`src/hw/rtl/rtxq_pkg.sv`:
```
// Shared types, constants and helpers of the xterm 256-color quantizer.
// Used by the cube search, the gray search and the top level.
`default_nettype none

package rtxq_pkg;

   // Number of register stages in each candidate search path.
   localparam int unsigned SEARCH_DEPTH = 4;

   // Palette layout.
   localparam logic [7:0] CUBE_BASE       = 8'd16;
   localparam logic [7:0] CUBE_ROW_STRIDE = 8'd36;
   localparam logic [7:0] CUBE_COL_STRIDE = 8'd6;
   localparam logic [7:0] GRAY_BASE       = 8'd232;
   localparam logic [7:0] GRAY_FIRST_LVL  = 8'd8;
   localparam logic [7:0] GRAY_STEP       = 8'h0A;
   localparam logic [4:0] GRAY_LAST_K     = 5'd23;

   // Per-axis decision points; a value equal to a point rounds down.
   localparam logic [7:0] CUBE_SPLIT_0 = 8'd47;
   localparam logic [7:0] CUBE_SPLIT_1 = 8'd115;
   localparam logic [7:0] CUBE_SPLIT_2 = 8'd155;
   localparam logic [7:0] CUBE_SPLIT_3 = 8'd195;
   localparam logic [7:0] CUBE_SPLIT_4 = 8'd235;

   // Gray step index: k = floor((sum - 10) / 30), by reciprocal multiply.
   localparam logic [9:0]  GRAY_SUM_OFFSET = 10'd10;
   localparam logic [10:0] GRAY_RECIP      = 11'd1093;
   localparam int unsigned GRAY_SHIFT      = 15;

   typedef struct packed {
      logic [17:0] sq_dist;
      logic [7:0]  index;
   } cand_type;

   function automatic logic [7:0] cube_level(input logic [2:0] digit);
      logic [7:0] lvl;
      case (digit)
         3'd0:    lvl = 8'h00;
         3'd1:    lvl = 8'h5F;
         3'd2:    lvl = 8'h87;
         3'd3:    lvl = 8'hAF;
         3'd4:    lvl = 8'hD7;
         3'd5:    lvl = 8'hFF;
         default: lvl = 8'h00;
      endcase
      return lvl;
   endfunction

   function automatic logic [7:0] abs_diff(input logic [7:0] a, input logic [7:0] b);
      return (a >= b) ? (a - b) : (b - a);
   endfunction

endpackage

`default_nettype wire

```
`src/hw/rtl/rgb_to_xterm256_quantizer_unit.sv`:
```
// Top level of the xterm 256-color quantizer: pipeline control, final pick.
// Depends on rtxq_pkg, rtxq_cube_match and rtxq_gray_match.
//
// Usage:
//   req channel: one RGB pixel per item (req_red, req_green, req_blue).
//   rsp channel: one palette index (16..255) per item, in order.
//   Both channels use valid/ready; an item moves when both are high.
//
// The accepting edge loads the first of four stages of the cube and gray
// searches, which run side by side; the item then steps through the later
// stages to the last one and on into the output register that holds the
// winner and raises rsp_valid. Throughput is one item per cycle while the
// receiver does not stall; the stall-all pipeline advances every stage together.
//
// The cube candidate is exact per axis; the gray candidate comes from the
// channel sum through a reciprocal multiply. The cube wins on equal distance,
// since all its indices are lower.
//
// Reset clears every valid bit; data registers hold garbage until filled.
// When the receiver stalls with a result waiting, the whole pipe freezes,
// bubbles included, and req_ready drops until the result is taken.
`default_nettype none

module rgb_to_xterm256_quantizer_unit (
   input  wire logic       clock,
   input  wire logic       reset,
   input  wire logic       req_valid,
   output logic            req_ready,
   input  wire logic [7:0] req_red,
   input  wire logic [7:0] req_green,
   input  wire logic [7:0] req_blue,
   output logic            rsp_valid,
   input  wire logic       rsp_ready,
   output logic [7:0]      rsp_palette_index
);
   import rtxq_pkg::*;

   logic                    advance;
   logic [SEARCH_DEPTH-1:0] valid_in;
   logic [SEARCH_DEPTH-1:0] valid_ff;
   logic                    rsp_valid_in;
   logic                    rsp_valid_ff;
   logic [7:0]              rsp_index_in;
   logic [7:0]              rsp_index_ff;
   cand_type                cube_cand;
   cand_type                gray_cand;

   // Advance whenever the output register is empty or being drained.
   assign advance   = !rsp_valid_ff || rsp_ready;
   assign req_ready = advance;

   rtxq_cube_match u_cube (
      .clock   (clock),
      .advance (advance),
      .red     (req_red),
      .green   (req_green),
      .blue    (req_blue),
      .cand    (cube_cand)
   );

   rtxq_gray_match u_gray (
      .clock   (clock),
      .advance (advance),
      .red     (req_red),
      .green   (req_green),
      .blue    (req_blue),
      .cand    (gray_cand)
   );

   always_comb begin
      valid_in     = {valid_ff[SEARCH_DEPTH-2:0], req_valid};
      rsp_valid_in = valid_ff[SEARCH_DEPTH-1];
      // Prefer the cube on a tie: its indices are all below the gray ramp.
      rsp_index_in = (cube_cand.sq_dist <= gray_cand.sq_dist) ? cube_cand.index
                                                               : gray_cand.index;
   end

   always_ff @(posedge clock) begin
      if (reset) begin
         valid_ff     <= '0;
         rsp_valid_ff <= 1'b0;
      end else if (advance) begin
         valid_ff     <= valid_in;
         rsp_valid_ff <= rsp_valid_in;
      end
   end

   // Hold the result while the receiver stalls.
   always_ff @(posedge clock) begin
      if (advance) begin
         rsp_index_ff <= rsp_index_in;
      end
   end

   assign rsp_valid         = rsp_valid_ff;
   assign rsp_palette_index = rsp_index_ff;

   a_reset_empties: assert property (@(posedge clock)
      reset |=> !rsp_valid_ff && (valid_ff == '0))
      else $error("pipeline not empty after reset");

   a_accept_enters: assert property (@(posedge clock) disable iff (reset)
      req_valid && req_ready |=> valid_ff[0])
      else $error("accepted item lost at first stage");

   a_stall_freezes: assert property (@(posedge clock) disable iff (reset)
      !advance |=> (valid_ff == $past(valid_ff)) && $stable(rsp_index_ff))
      else $error("pipeline moved during stall");

   a_index_range: assert property (@(posedge clock) disable iff (reset)
      rsp_valid_ff |-> rsp_index_ff >= CUBE_BASE)
      else $error("result outside searched palette");

   a_empty_output_ready: assert property (@(posedge clock) disable iff (reset)
      !rsp_valid_ff |-> req_ready)
      else $error("input blocked with empty output");

endmodule

`default_nettype wire

```
`src/hw/rtl/rtxq_cube_match.sv`:
```
// Nearest entry of the 6x6x6 color cube, found axis by axis, with its distance.
// Four register stages; depends on rtxq_pkg.
`default_nettype none

module rtxq_cube_match (
   input  wire logic               clock,
   input  wire logic               advance,
   input  wire logic [7:0]         red,
   input  wire logic [7:0]         green,
   input  wire logic [7:0]         blue,
   output rtxq_pkg::cand_type      cand
);
   import rtxq_pkg::*;

   logic [7:0]  chan [3];
   logic [2:0]  s1_digit_in [3];
   logic [2:0]  s1_digit_ff [3];
   logic [7:0]  s1_chan_ff  [3];
   logic [7:0]  s2_diff_in  [3];
   logic [7:0]  s2_diff_ff  [3];
   logic [7:0]  s2_index_in;
   logic [7:0]  s2_index_ff;
   logic [15:0] s3_sq_in    [3];
   logic [15:0] s3_sq_ff    [3];
   logic [7:0]  s3_index_ff;
   cand_type    s4_cand_in;
   cand_type    s4_cand_ff;

   assign chan[0] = red;
   assign chan[1] = green;
   assign chan[2] = blue;

   // Each axis is independent; lowest level wins on a tie, giving the lowest index.
   always_comb begin
      for (int i = 0; i < 3; i++) begin
         s1_digit_in[i] = 3'(chan[i] > CUBE_SPLIT_0) + 3'(chan[i] > CUBE_SPLIT_1)
                        + 3'(chan[i] > CUBE_SPLIT_2) + 3'(chan[i] > CUBE_SPLIT_3)
                        + 3'(chan[i] > CUBE_SPLIT_4);
         s2_diff_in[i]  = abs_diff(s1_chan_ff[i], cube_level(s1_digit_ff[i]));
         s3_sq_in[i]    = 16'(s2_diff_ff[i]) * 16'(s2_diff_ff[i]);
      end
      s2_index_in = CUBE_BASE + 8'(s1_digit_ff[0]) * CUBE_ROW_STRIDE
                  + 8'(s1_digit_ff[1]) * CUBE_COL_STRIDE + 8'(s1_digit_ff[2]);
      s4_cand_in.sq_dist = 18'(s3_sq_ff[0]) + 18'(s3_sq_ff[1]) + 18'(s3_sq_ff[2]);
      s4_cand_in.index   = s3_index_ff;
   end

   always_ff @(posedge clock) begin
      if (advance) begin
         for (int i = 0; i < 3; i++) begin
            s1_digit_ff[i] <= s1_digit_in[i];
            s1_chan_ff[i]  <= chan[i];
            s2_diff_ff[i]  <= s2_diff_in[i];
            s3_sq_ff[i]    <= s3_sq_in[i];
         end
         s2_index_ff <= s2_index_in;
         s3_index_ff <= s2_index_ff;
         s4_cand_ff  <= s4_cand_in;
      end
   end

   assign cand = s4_cand_ff;

endmodule

`default_nettype wire

```
`src/hw/rtl/rtxq_gray_match.sv`:
```
// Nearest entry of the 24-step gray ramp, from the channel sum, with its distance.
// Four register stages; depends on rtxq_pkg.
`default_nettype none

module rtxq_gray_match (
   input  wire logic               clock,
   input  wire logic               advance,
   input  wire logic [7:0]         red,
   input  wire logic [7:0]         green,
   input  wire logic [7:0]         blue,
   output rtxq_pkg::cand_type      cand
);
   import rtxq_pkg::*;

   logic [7:0]  chan [3];
   logic [9:0]  s1_sum_in;
   logic [9:0]  s1_sum_ff;
   logic [7:0]  s1_chan_ff [3];
   logic [9:0]  s2_offs;
   logic [20:0] s2_prod;
   logic [5:0]  s2_quot;
   logic [4:0]  s2_k_in;
   logic [4:0]  s2_k_ff;
   logic [7:0]  s2_chan_ff [3];
   logic [7:0]  s3_level;
   logic [7:0]  s3_diff_in [3];
   logic [7:0]  s3_diff_ff [3];
   logic [4:0]  s3_k_ff;
   cand_type    s4_cand_in;
   cand_type    s4_cand_ff;

   assign chan[0] = red;
   assign chan[1] = green;
   assign chan[2] = blue;

   always_comb begin
      s1_sum_in = 10'(red) + 10'(green) + 10'(blue);
      // Closest gray to the mean; a midpoint rounds to the darker step.
      s2_offs   = (s1_sum_ff > GRAY_SUM_OFFSET) ? (s1_sum_ff - GRAY_SUM_OFFSET) : '0;
      s2_prod   = 21'(s2_offs) * 21'(GRAY_RECIP);
      s2_quot   = s2_prod[GRAY_SHIFT +: 6];
      s2_k_in   = (s2_quot > 6'(GRAY_LAST_K)) ? GRAY_LAST_K : s2_quot[4:0];
      s3_level  = GRAY_FIRST_LVL + 8'(s2_k_ff) * GRAY_STEP;
      for (int i = 0; i < 3; i++) begin
         s3_diff_in[i] = abs_diff(s2_chan_ff[i], s3_level);
      end
      s4_cand_in.sq_dist = 18'(16'(s3_diff_ff[0]) * 16'(s3_diff_ff[0]))
                         + 18'(16'(s3_diff_ff[1]) * 16'(s3_diff_ff[1]))
                         + 18'(16'(s3_diff_ff[2]) * 16'(s3_diff_ff[2]));
      s4_cand_in.index   = GRAY_BASE + 8'(s3_k_ff);
   end

   always_ff @(posedge clock) begin
      if (advance) begin
         s1_sum_ff <= s1_sum_in;
         s2_k_ff   <= s2_k_in;
         s3_k_ff   <= s2_k_ff;
         for (int i = 0; i < 3; i++) begin
            s1_chan_ff[i] <= chan[i];
            s2_chan_ff[i] <= s1_chan_ff[i];
            s3_diff_ff[i] <= s3_diff_in[i];
         end
         s4_cand_ff <= s4_cand_in;
      end
   end

   assign cand = s4_cand_ff;

endmodule

`default_nettype wire
```
`config.mk`:
```
export PLATFORM = sky130hd
export DESIGN_NAME = rgb_to_xterm256_quantizer_unit
export DESIGN_NICKNAME = d
export VERILOG_FILES = /design/src/hw/rtl/rtxq_pkg.sv /design/src/hw/rtl/rgb_to_xterm256_quantizer_unit.sv /design/src/hw/rtl/rtxq_cube_match.sv /design/src/hw/rtl/rtxq_gray_match.sv
export SDC_FILE = /design/constraint.sdc
export NUM_CORES = 1
export LEC_CHECK = 0
export ABC_AREA = 1
export BUFFER_PORTS_ARGS = -buffer_cell sky130_fd_sc_hd__buf_2
export CORE_UTILIZATION = 45
export DETAILED_ROUTE_END_ITERATION = 8
export HOLD_SLACK_MARGIN = 0.08
export PLACE_DENSITY = 0.67
export RECOVER_POWER = 100
export SYNTH_ARGS = -nofsm -noshare
export SYNTH_HDL_FRONTEND = slang
export SYNTH_SLANG_ARGS = --single-unit
```
`constraint.sdc`:
```
create_clock -name clock -period 14.3 [get_ports clock]
set_input_delay 0.715 -clock clock [delete_from_list [all_inputs] [get_ports clock]]
set_output_delay 0.715 -clock clock [all_outputs]
set_load 0.01 [all_outputs]
```
# Yosys cells after proc, flatten, opt, wreduce, memory -nomap -nowiden

Memory sizes are Yosys's and may differ from the RTL's.
Cells that the tools add are included.

Bits in registers: 101
Memory bits (writable): 177
Input port bits: 28
Output and inout bits: 10
Word-level logic and storage cells: 119
Memories: 7

Memories:

| memory            | depth | width | rd ports | clocked after Yosys merged registers in | wr ports | RTL line              | text |
|---|---|---|---|---|---|---|---|
| u_cube.s3_sq_ff   | 3     | 16    | 3        | 0                                       | 3        | rtxq_cube_match.sv:24 | `logic [15:0] s3_sq_ff [3];` |
| u_cube.s1_chan_ff | 3     | 8     | 3        | 0                                       | 3        | rtxq_cube_match.sv:18 | `logic [7:0] s1_chan_ff [3];` |
| u_cube.s2_diff_ff | 3     | 8     | 3        | 0                                       | 3        | rtxq_cube_match.sv:20 | `logic [7:0] s2_diff_ff [3];` |
| u_gray.s1_chan_ff | 3     | 8     | 3        | 0                                       | 3        | rtxq_gray_match.sv:18 | `logic [7:0] s1_chan_ff [3];` |
| u_gray.s2_chan_ff | 3     | 8     | 3        | 0                                       | 3        | rtxq_gray_match.sv:24 | `logic [7:0] s2_chan_ff [3];` |
| u_gray.s3_diff_ff | 3     | 8     | 3        | 0                                       | 3        | rtxq_gray_match.sv:27 | `logic [7:0] s3_diff_ff [3];` |
| +1 memories       | -     | -     | -        | -                                       | -        | -                     |  |

Add/subtract/negate cells: 36
Multiply operators: 10
Magnitude comparators: 24
Equal/unequal tests: 15
Mux-type cells: 13
Reduce and logical (&&, ||, !) cells: 2

Operators by type and width:

| operator                                             | number |
|---|---|
| case mux 8 bit (5 select lines)                      | 3 |
| multiplier 8 x 8 -> 16 bit                           | 6 |
| subtractor 8 bit                                     | 12 |
| > comparator 8 bit (second input constant)           | 9 |
| two-way mux 8 bit                                    | 7 |
| greater-or-equal comparator 8 bit                    | 6 |
| adder 18 x 16 -> 18 bit                              | 2 |
| adder 16 x 16 -> 17 bit                              | 2 |
| adder 3 x 1 -> 3 bit                                 | 9 |
| > comparator 8 x 6 -> 1 bit (second input constant)  | 3 |
| > comparator 8 x 7 -> 1 bit (second input constant)  | 3 |
| multiplier 10 x 11 -> 21 bit (second input constant) | 1 |
| equality test 3 x 2 -> 1 bit (second input constant) | 6 |
| equality test 3 bit (second input constant)          | 6 |
| less-or-equal comparator 18 bit                      | 1 |
| adder 10 x 8 -> 10 bit                               | 1 |
| > comparator 10 x 4 -> 1 bit (second input constant) | 1 |
| two-way mux 10 bit                                   | 1 |
| subtractor 10 x 4 -> 10 bit (second input constant)  | 1 |
| adder 8 x 8 -> 9 bit                                 | 1 |
| equality test 3 x 1 -> 1 bit (second input constant) | 3 |
| adder 4 x 8 -> 8 bit (first input constant)          | 1 |
| adder 5 x 8 -> 8 bit (first input constant)          | 1 |
| adder 8 x 3 -> 8 bit                                 | 1 |
| other kinds (10)                                     | 13 |

# Longest topological paths before layout

Gate-level depths: netlist of the first run.

Word-level depth: 5
Mapped depth: 36
Depth with buffers taken out: 35

# By module

From an unflattened synthesis of the first run, not the netlist that was laid out.

Cell total of the unflattened synthesis: 3317
Area total of the unflattened synthesis: 28925.2 um^2

By module, submodules not included:

| module                         | instances | cells each | area each (um^2) | sequential area each (um^2) |
|---|---|---|---|---|
| rtxq_cube_match                | 1         | 1735       | 14320.0          | 4324.1 |
| rtxq_gray_match                | 1         | 1438       | 13499.2          | 3483.3 |
| rgb_to_xterm256_quantizer_unit | 1         | 144        | 1106.1           | 340.3 |

# Least setup slack after synthesis of the first run

No wires, ideal clock.

Path kind: reg2reg
Start point: memory u_gray.s3_diff_ff[0][4]
End point: register u_gray.s4_cand_ff (netlist bit u_gray.cand[22]) (data pin)
Library setup time: 0.265 ns
Data arrival time: 7.827 ns
Required time: 14.035 ns
Path slack: 6.208 ns
Stages on the path, launching flop included: 30
Buffers on the path: 1
Clock period less this slack: 8.092 ns
Path through: edfxtp_1 -> clkbuf_1 -> nand2_1 -> fa_1 -> fa_1 -> inv_1 -> fa_1 -> fa_1 -> fa_1 -> inv_1 -> fa_1 -> inv_1 -> ha_1 -> inv_1 -> o21ai_2 -> xor2_1 -> fa_1 -> fa_1 -> inv_1 -> fa_1 -> inv_1 -> fa_1 -> inv_1 -> ha_1 -> a21o_1 -> a21oi_2 -> o21ai_1 -> a21boi_1 -> o21ai_0 -> xor2_1

RTL lines:

| what                   | RTL line              | text |
|---|---|---|
| start: declaration     | rtxq_gray_match.sv:27 |  |
| end signal: assignment | rtxq_gray_match.sv:63 | `s4_cand_ff <= s4_cand_in;` |
| end: declaration       | rtxq_gray_match.sv:30 | `cand_type s4_cand_ff;` |

# Worst setup path after layout of the first run

Start point: register rsp_valid_ff, in the netlist rsp_valid
End point: register u_cube.s4_cand_ff (netlist bit u_cube.cand[20]), enable pin

Word-level cells in the longest chain between the ends: 2

RTL lines:

| what                     | RTL line                             | text |
|---|---|---|
| start: declaration       | rgb_to_xterm256_quantizer_unit.sv:42 | `logic rsp_valid_ff;` |
| start signal: assignment | rgb_to_xterm256_quantizer_unit.sv:84 | `rsp_valid_ff <= rsp_valid_in;` |
| logical NOT 1 bit        | rgb_to_xterm256_quantizer_unit.sv:49 | `assign advance = !rsp_valid_ff \|\| rsp_ready;` |
| logical OR 1 bit         | rgb_to_xterm256_quantizer_unit.sv:49 |  |
| end signal: assignment   | rtxq_cube_match.sv:58                | `s4_cand_ff <= s4_cand_in;` |
| end: declaration         | rtxq_cube_match.sv:27                | `cand_type s4_cand_ff;` |

Every way passes these cells.
A chain may end at the register's enable or synchronous reset.

==> metrics.cfg, run 1 <==
[clocking]
path_clk_slew_ps = 60
cts_sinks = 249
cts_made_buffers = 29
post_cts_resized = 0
hold_buffers = 0
cts_tree = yes
clock_latency_ps = 580
cts_max_path_buffers = 3
root_buffer = clkbuf_16
cts_setup_buffers = 0
ctsHtreeMaxLevel = 1

[place]
dpl_cell_area_mm2 = 0.02771
gp_congestion = 0.9308
port_buffers = 37
dp_hpwl_um = 43040

[die]
start_util = 0.4547
die_y_um = 246.0
core_area_mm2 = 0.05891
rows = 89
floorplan.die.width_um = 246.0
die-area_mm2 = 0.06050
io_pins = 38

[logic_synthesis]
avgSynthCellArea_um2 = 9.170
synthSimpleGateAreaFrac = 0.1143
netlist_instances = 2921
synth_largest_area_cell = edfxtp_1
synth_top_family_by_area = adder cells
synth.top_cell.area_share = 0.2736
yosysUniqueCellTypes = 56
synth_edf_count = 244
synth_ff_type = edfxtp_1
ys_warn_count = 0
synth_area_leaders = edfxtp_1 (27%), ha_1 (19%), fa_1 (17%)
ys_ff_latch = 249
synthArstFlopShare = 0
synthAdderAreaFrac = 0.3576
synth-xor-area-share = 0.05951
synthesis.area_mm2 = 0.02678
synth-compound-area-share = 0.08091
synth_mux_area_frac = 0.006867
ys_seq_area_frac = 0.2773

[finish]
mostFrequentLayoutCell = inv_1
drive_gt1_frac = 0.02673
postLayoutCellArea_mm2 = 0.02846
syn_to_final_growth_pct = 6.246
num_antenna_cells = 0
utilization = 0.4831
nNetsFinal = 3592
final_cell_mix = inv_1 (663), nand2_1 (485), ha_1 (404)

[grt]
grt_pass1_vias = 18050
track_usage = 0.1764
grt_max_degree = 120
grt_antenna_before_repair = 0
grt_remaining_overflow = 0
grt_pass1_wl_um = 86770

[sta]
hold_viol = 0
whs_ps = 340.1
fin_crit_ps = 9146
fmax_mhz = 109.3
rsz0062_at_grt = no
slew_violations = 254
fin_worst_skew_ps = 16.16
tightest_slew_ps = 5091
finalSetupTns_ps = 0
max_slew_margin = -2.413
setup_viol = 0
post-route-period-util = 0.6396

[detailed_routing]
ant_nets = 0
first_iter_violations = 1013
wirelength_um = 52170
vias = 18310
drc = 0
vias_per_cell = 4.911
dr.pass1.iters = 5
wl_per_cell_um = 13.99

[critical_path]
cp_max_fo = 119
path_cells = inv_1, nor2_1, clkinvlp_2, clkbuf_1, clkbuf_1
cp.required_ps = 14130
cp_common_cell = clkbuf_1
end_kind = flip-flop
start_kind = flip-flop
max_stage_delay_ps = 3830
reg2reg_depth = 5
criticalPathCategory = reg2reg
cp_slowest_cell = clkinvlp_2
worstPathArrival_ps = 8970

[job]
maxCapViolCount = 3

[worst_hold_path]
holdPathStages = 2
min_path_type = in2reg

[status]
violations = capacitance limit, slew limit
status = complete, but fails checks

-- cell usage after synthesis (all sizes together) (3+ instances only) --
master    n
o211ai   12
clkbuf   46
edfxtp  244
xor2    118
a221oi    4
a211oi    9
buf      12
nand2   492
nand3    75
o221ai    6
nand4    19
ha      404
o21bai    6
nor3     23
a21boi    3
o31ai    10
xnor2    64
inv     666
nor2    124
o41ai     3
o21ai   103
a31oi     8
mux2     11
a21o     15
a31o      3
mux2i     6
dfxtp     5
a21oi   187
o21a      3
fa      226
-- cell families after synthesis --
| logic type | Yosys count |
|---|---|
| compound gates | 375 |
| xor+xnor | 182 |
| fa+ha+maj | 630 |
| buf+inv | 726 |
| flops | 249 |
| mux | 17 |
| other cells | 1 |
| simple gates | 741 |
-- flip-flops by register name, indices dropped and copies added (netlist names) --
register,flops
u_gray.s1_chan_ff,24
u_cube.s3_index_ff,8
u_gray.s3_diff_ff,24
u_cube.s3_sq_ff,45
u_gray.cand,24
rsp_palette_index,8
rsp_valid,1
u_gray.s3_k_ff,5
u_cube.cand,26
u_cube.s2_index_ff,8
u_cube.s1_digit_ff,9
u_gray.s2_chan_ff,24
u_gray.s1_sum_ff,10
u_cube.s2_diff_ff,24
valid_ff,4
u_gray.s2_k_ff,5
-- metal layers --
metal / share of wire / vias to the layer above / track usage / wire (um)
met5: 0 / - / 0 / 0
met4: 0.027 / 0 / 0.04731 / 1414
met3: 0.035 / 73 / 0.01656 / 1817
met2: 0.47 / 307 / 0.3019 / 24490
met1: 0.47 / 8578 / 0.2376 / 24450
li1: - / 9349 / - / -
-- worst paths after layout --
| path | end | slack [ps] | startpoint |
|---|---|---|---|
| hold reg to reg | u_cube.cand[4] | 420 | u_cube.s3_index_ff[4] |
| setup / recovery | u_cube.cand[20] | 5150 | rsp_valid |
| hold / removal | valid_ff[0] | 340 | reset |
| setup reg to reg | u_cube.cand[20] | 5150 | rsp_valid |
-- metrics by stage --
stage / std cells / worst slack (ps)
global placement: 3676 / 5848
global route: 3728 / 4040
detailed placement: 3676 / 5694
floorplan: 2922 / 6208
finish: 3728 / 5154
CTS: 3728 / 5679
-- worst max-delay path: cells and delay by family (launching register included) --
kind,cells,cell delay (ps)
buffers and inverters,4,7630
DFF,1,330
and+or+nand+nor,1,300
-- area by class of cell --
type | instances | area (um2)
Clock buffer | 31 | 733.2
Fill cell | 5528 | 30450
Sequential cell | 249 | 7427
Tap cell | 773 | 967.2
Clock inverter | 21 | 190.2
Inverter | 668 | 2511
Multi-Input combinational cell | 1947 | 16480
Timing Repair Buffer | 39 | 150.1
Power of run 1 is left out: the tool's default activity adds up to more than one toggle a clock period on the data nets, which glitch-free logic cannot reach.
==> inputs of run 2 (changes only) <==
PLACE_DENSITY = 0.69   (was 0.67)
clock period = 7.7 ns   (was 14.3 ns; I/O delays follow)
==> run 2 against run 1 <==
- maximum frequency up 16%
- non-clock buffer count up 104
- register-to-register slack lost 5300 ps
- highest routed layer unchanged
- utilization grew 2.2 points
- clock-buffer cell count rose by 4
- routed wire length up 3.0%
- critical endpoint is now u_gray.cand[23]
- clock skew is 7.8 ps higher
- via count grew 2.7%
- first-iteration DRC count grew 6.7%
- worst setup slack worse by 5300 ps
- the run ends with capacitance limit, slew limit, setup timing left
==> metrics.cfg, run 2 (synthesis results as in run 1) <==
[status]
status = complete, but fails checks  ; unchanged
violations = capacitance limit, slew limit, setup timing  ; was capacitance limit, slew limit

[die]
rows = 89  ; unchanged
io_pins = 38  ; unchanged
start_util = 0.4547  ; unchanged
core_area_mm2 = 0.05891  ; unchanged
die-area_mm2 = 0.06050  ; unchanged
floorplan.die.width_um = 246.0  ; unchanged
die_y_um = 246.0  ; unchanged

[place]
port_buffers = 37  ; unchanged
place_inst = 3731  ; was 3,676
gp_congestion = 0.9058  ; was 0.9308
dp_hpwl_um = 43570  ; was 43,040 um

[sta]
setup_viol = 6  ; was 0
post-route-period-util = 1.021  ; was 0.6396
setup_ws_ps = -163.2  ; was 5154 ps
max_slew_margin = -2.122  ; was -2.413
fmax_mhz = 127.2  ; was 109.3 MHz
slew_violations = 109  ; was 254
tightest_slew_ps = 4657  ; was 5091 ps
hold_viol = 0  ; unchanged
fin_worst_skew_ps = 23.96  ; was 16.16 ps
rsz0062_at_grt = yes  ; was no
fin_crit_ps = 7863  ; was 9146 ps

[clocking]
cts_made_buffers = 27  ; was 29
path_clk_slew_ps = 60  ; about the same
ctsHtreeMaxLevel = 1  ; unchanged
root_buffer = clkbuf_16  ; unchanged
clock_latency_ps = 570  ; was 580 ps
cts_tree = yes  ; unchanged
cts_max_path_buffers = 3  ; unchanged
cts_sinks = 249  ; unchanged

[finish]
num_antenna_cells = 0  ; unchanged
drive_gt1_frac = 0.07524  ; was 0.02673
syn_to_final_growth_pct = 11.11  ; was 6.246%
largest_reg_flops = 45  ; unchanged
utilization = 0.5052  ; was 0.4831
final_cells = 3830  ; was 3,728
mostFrequentLayoutCell = inv_1  ; unchanged
fill_cells = 5360  ; was 5,528
final_cell_mix = inv_1 (647), nand2_1 (476), ha_1 (390)  ; was inv_1 (663), nand2_1 (485), ha_1 (404)
nNetsFinal = 3694  ; was 3,592
regMostFlops = u_cube.s3_sq_ff  ; unchanged

[detailed_routing]
vias_per_cell = 4.908  ; was 4.911
first_iter_violations = 1081  ; was 1,013
ant_nets = 0  ; unchanged
vias = 18800  ; was 18,310
wirelength_um = 53740  ; was 52,170 um
dr.pass1.iters = 5  ; unchanged
wl_per_cell_um = 14.03  ; was 13.99 um
drc = 0  ; unchanged

[critical_path]
cp_slowest_cell = fa_1  ; was clkinvlp_2
start_kind = flip-flop  ; unchanged
cp.required_ps = 8010  ; was 14,130 ps
cp_common_cell = fa_1  ; was clkbuf_1
end_kind = flip-flop  ; unchanged
cp_max_fo = 3  ; was 119
criticalPathCategory = reg2reg  ; unchanged
worstPathArrival_ps = 8170  ; was 8970 ps
max_stage_delay_ps = 560  ; was 3830 ps

[grt]
grt_pass1_wl_um = 90690  ; was 86,770 um
grt_antenna_before_repair = 0  ; unchanged
grt_pass1_vias = 19100  ; was 18,050
grt_max_degree = 109  ; was 120
grt_remaining_overflow = 0  ; unchanged
track_usage = 0.1828  ; was 0.1764

[worst_hold_path]
min_path_type = in2reg  ; unchanged

[job]
maxCapViolCount = 1  ; was 3

run 2: final timing paths:
| check | endpoint | slack, ps | from | cells past startpoint |
|---|---|---|---|---|
| worst max-delay path | u_gray.cand[23] | -160 | u_gray.s3_diff_ff[0][1] | 34 |
| worst min-delay path | valid_ff[2] | 150 | rsp_ready | 4 |
| worst max register to register | u_gray.cand[23] | -160 | u_gray.s3_diff_ff[0][1] | 34 |
| worst min register to register | u_cube.cand[3] | 420 | u_cube.s3_index_ff[3] | 0 |
run 2: what timing repair did:
item / CTS / global route
buffers inserted: 5 / 18
gates resized for setup: 16 / 70
endpoints found under the setup margin: 8 / 9
hold buffers: 26 / 0
hold endpoints to repair: 29 / 0
pin swaps: 15 / 42
run 2: layout make-up:
type / count / area (um2) / area share
clock buffer: 35 / 745.7 / 0.02506
multi-input combinational: 1947 / 16880 / 0.5673
timing repair buffer: 143 / 1046 / 0.03515
sequential: 249 / 7427 / 0.2496
tap: 773 / 967.2 / 0.03250
inverter: 668 / 2516 / 0.08455
clock inverter: 15 / 173.9 / 0.005844
run 2: per-stage QoR:
step | setup WS (ps) | setup TNS, ps | cell area [um2] | hold slack [ps]
after detailed placement | -333.3 | -1548 | 28230 | 404.5
after floorplan | -10.66 | -10.66 | 26920 | 400.3
final | -163.2 | -486.9 | 29760 | 151.8
after global routing | -415.8 | -2730 | 29760 | 192.3
after global placement | -210.6 | -831.0 | 28230 | 401.0
after CTS | -73.62 | -150.7 | 29520 | 188.6
run 2: critical path: cells and delay by family (launching register included):
kind / cells / cell delay, ps
adder cells (fa/ha/maj): 12 / 5120
buffers and inverters: 9 / 620
XOR/XNOR: 2 / 290
AO/OA/AOI/OAI: 5 / 640
flip-flops: 1 / 430
AND/OR/NAND/NOR: 6 / 510
run 2: metal layers:
metal | up-vias | GRT usage | part of all wire
met5 | - | 0 | 0
met4 | 0 | 0.04348 | 0.024
met3 | 85 | 0.02298 | 0.042
met2 | 335 | 0.3163 | 0.48
met1 | 8833 | 0.2414 | 0.46
li1 | 9544 | - | -
Power of run 2 is left out for the same reason.
==> inputs of run 3 (changes only) <==
CORE_UTILIZATION = 59   (was 45)
PLACE_DENSITY = 0.85   (was 0.69)
==> run 3 against run 2 <==
- the flow still finishes with violations (capacitance limit, slew limit, setup timing)
- critical path depth shrank 3
- flip-flop and latch count is the same
- cell area shrank 0.58%
==> metrics.cfg, run 3 (synthesis results as in run 1) <==
[finish]
syn_to_final_growth_pct = 10.47  ; was 11.11%
final_cells = 3644  ; was 3,830
regMostFlops = u_cube.s3_sq_ff  ; unchanged
final_cell_mix = inv_1 (643), nand2_1 (469), ha_1 (389)  ; was inv_1 (647), nand2_1 (476), ha_1 (390)
postLayoutCellArea_mm2 = 0.02959  ; was 0.02976 mm2
mostFrequentLayoutCell = inv_1  ; unchanged
nNetsFinal = 3688  ; was 3,694
largest_reg_flops = 45  ; unchanged
utilization = 0.6648  ; was 0.5052
fill_cells = 3155  ; was 5,360
drive_gt1_frac = 0.07995  ; was 0.07524
num_antenna_cells = 0  ; unchanged

[grt]
grt_use_met1 = 0.3079  ; was 0.2414
grt_pass1_wl_um = 98490  ; was 90,690 um
grt_remaining_overflow = 0  ; unchanged
grt_max_degree = 119  ; was 109
busiest_layer = met2  ; unchanged
grt_antenna_before_repair = 0  ; unchanged
grt_pass1_vias = 20880  ; was 19,100
track_usage = 0.2606  ; was 0.1828
globalRouteMet2Util = 0.4864  ; was 0.3163
grt_util_met3 = 0.02463  ; was 0.02298

[place]
gp_congestion = 0.9479  ; was 0.9058
port_buffers = 37  ; unchanged
dpl_cell_area_mm2 = 0.02799  ; was 0.02823 mm2
place_inst = 3548  ; was 3,731
dp_hpwl_um = 46130  ; was 43,570 um

[status]
violations = capacitance limit, slew limit, setup timing  ; unchanged
status = complete, but fails checks  ; unchanged

[worst_hold_path]
hold_start = rsp_ready  ; unchanged
min_path_type = in2reg  ; unchanged

[sta]
hold_viol = 0  ; unchanged
setup_ws_ps = -299.5  ; was -163.2 ps
slew_violations = 119  ; was 109
fin_worst_skew_ps = 15.69  ; was 23.96 ps
max_slew_margin = -2.358  ; was -2.122
fmax_mhz = 125.0  ; was 127.2 MHz
tightest_slew_ps = 5010  ; was 4657 ps
fin_crit_ps = 7999  ; was 7863 ps
post-route-period-util = 1.039  ; was 1.021
setup_viol = 8  ; was 6
finalSetupTns_ps = -1520  ; was -486.9 ps
rsz0062_at_grt = yes  ; unchanged

[die]
floorplan.die.width_um = 215.1  ; was 246.0 um
die_y_um = 215.1  ; was 246.0 um
start_util = 0.6018  ; was 0.4547
io_pins = 38  ; unchanged
core_area_mm2 = 0.04451  ; was 0.05891 mm2
die-area_mm2 = 0.04625  ; was 0.06050 mm2
rows = 77  ; was 89

[clocking]
clock_latency_ps = 580  ; was 570 ps
cts_sinks = 249  ; unchanged
cts_max_path_buffers = 3  ; unchanged
path_clk_slew_ps = 60  ; about the same
cts_made_buffers = 28  ; was 27
root_buffer = clkbuf_16  ; unchanged
cts_tree = yes  ; unchanged
ctsHtreeMaxLevel = 1  ; unchanged

[critical_path]
max_stage_delay_ps = 570  ; was 560 ps
r2r_start = u_gray.s3_diff_ff[0][3]  ; was u_gray.s3_diff_ff[0][1]
end_kind = flip-flop  ; unchanged
start_kind = flip-flop  ; unchanged
cp_max_fo = 3  ; unchanged
cp_slowest_cell = fa_1  ; unchanged
criticalPathCategory = reg2reg  ; unchanged
startpoint = u_gray.s3_diff_ff[0][3]  ; was u_gray.s3_diff_ff[0][1]
worstPathArrival_ps = 8310  ; was 8170 ps
cp_common_cell = fa_1  ; unchanged
cp.required_ps = 8010  ; about the same

[detailed_routing]
drc = 0  ; unchanged
dr.pass1.iters = 6  ; was 5
wirelength_um = 60460  ; was 53,740 um
ant_nets = 0  ; unchanged
vias = 20140  ; was 18,800
first_iter_violations = 1494  ; was 1,081
vias_per_cell = 5.528  ; was 4.908
wl_per_cell_um = 16.59  ; was 14.03 um

[job]
maxCapViolCount = 1  ; unchanged

## run 3: metal layers
metal,vias to the layer above,share of wire
met5,-,0
met4,0,0.041
met3,180,0.046
met2,670,0.52
met1,9734,0.39
li1,9560,-
## run 3: area by class of cell
type	instances	area, um2	area share
multi-input combinational	1947	16930	0.5722
sequential	249	7427	0.2510
inverter	668	2521	0.08520
timing repair buffer	136	948.4	0.03205
tap	592	740.7	0.02503
clock buffer	31	733.2	0.02478
clock inverter	21	286.5	0.009683
## run 3: metrics by stage
step	hold slack, ps	setup WS [ps]
floorplan	400.3	-10.66
global placement	401.5	-115.1
detailed placement	404.5	-337.4
CTS	80.45	-151.9
global route	187.8	-530.3
finish	176.5	-299.5
## run 3: path summary, 6_finish.rpt
check | to | slack (ps) | cells past startpoint
worst min register to register | u_gray.cand[0] | 420 | 0
worst max-delay path | u_gray.cand[20] | -300 | 31
worst max register to register | u_gray.cand[20] | -300 | 31
worst min-delay path | valid_ff[0] | 180 | 4
## run 3: repair_timing
item	in CTS	in global routing
hold buffers	19	0
setup endpoints to repair	8	10
gates resized for setup	33	58
pin swaps	49	48
setup buffers	18	10
endpoints found under the hold margin	22	0
## run 3: worst max-delay path: cells and delay by family (launching register included)
kind,cells,cell delay (ps)
compound gates,3,500
simple gates,1,50
buf+inv,13,1150
xor+xnor,2,320
fa+ha+maj,12,5330
flops,1,410
Power of run 3 is left out for the same reason.
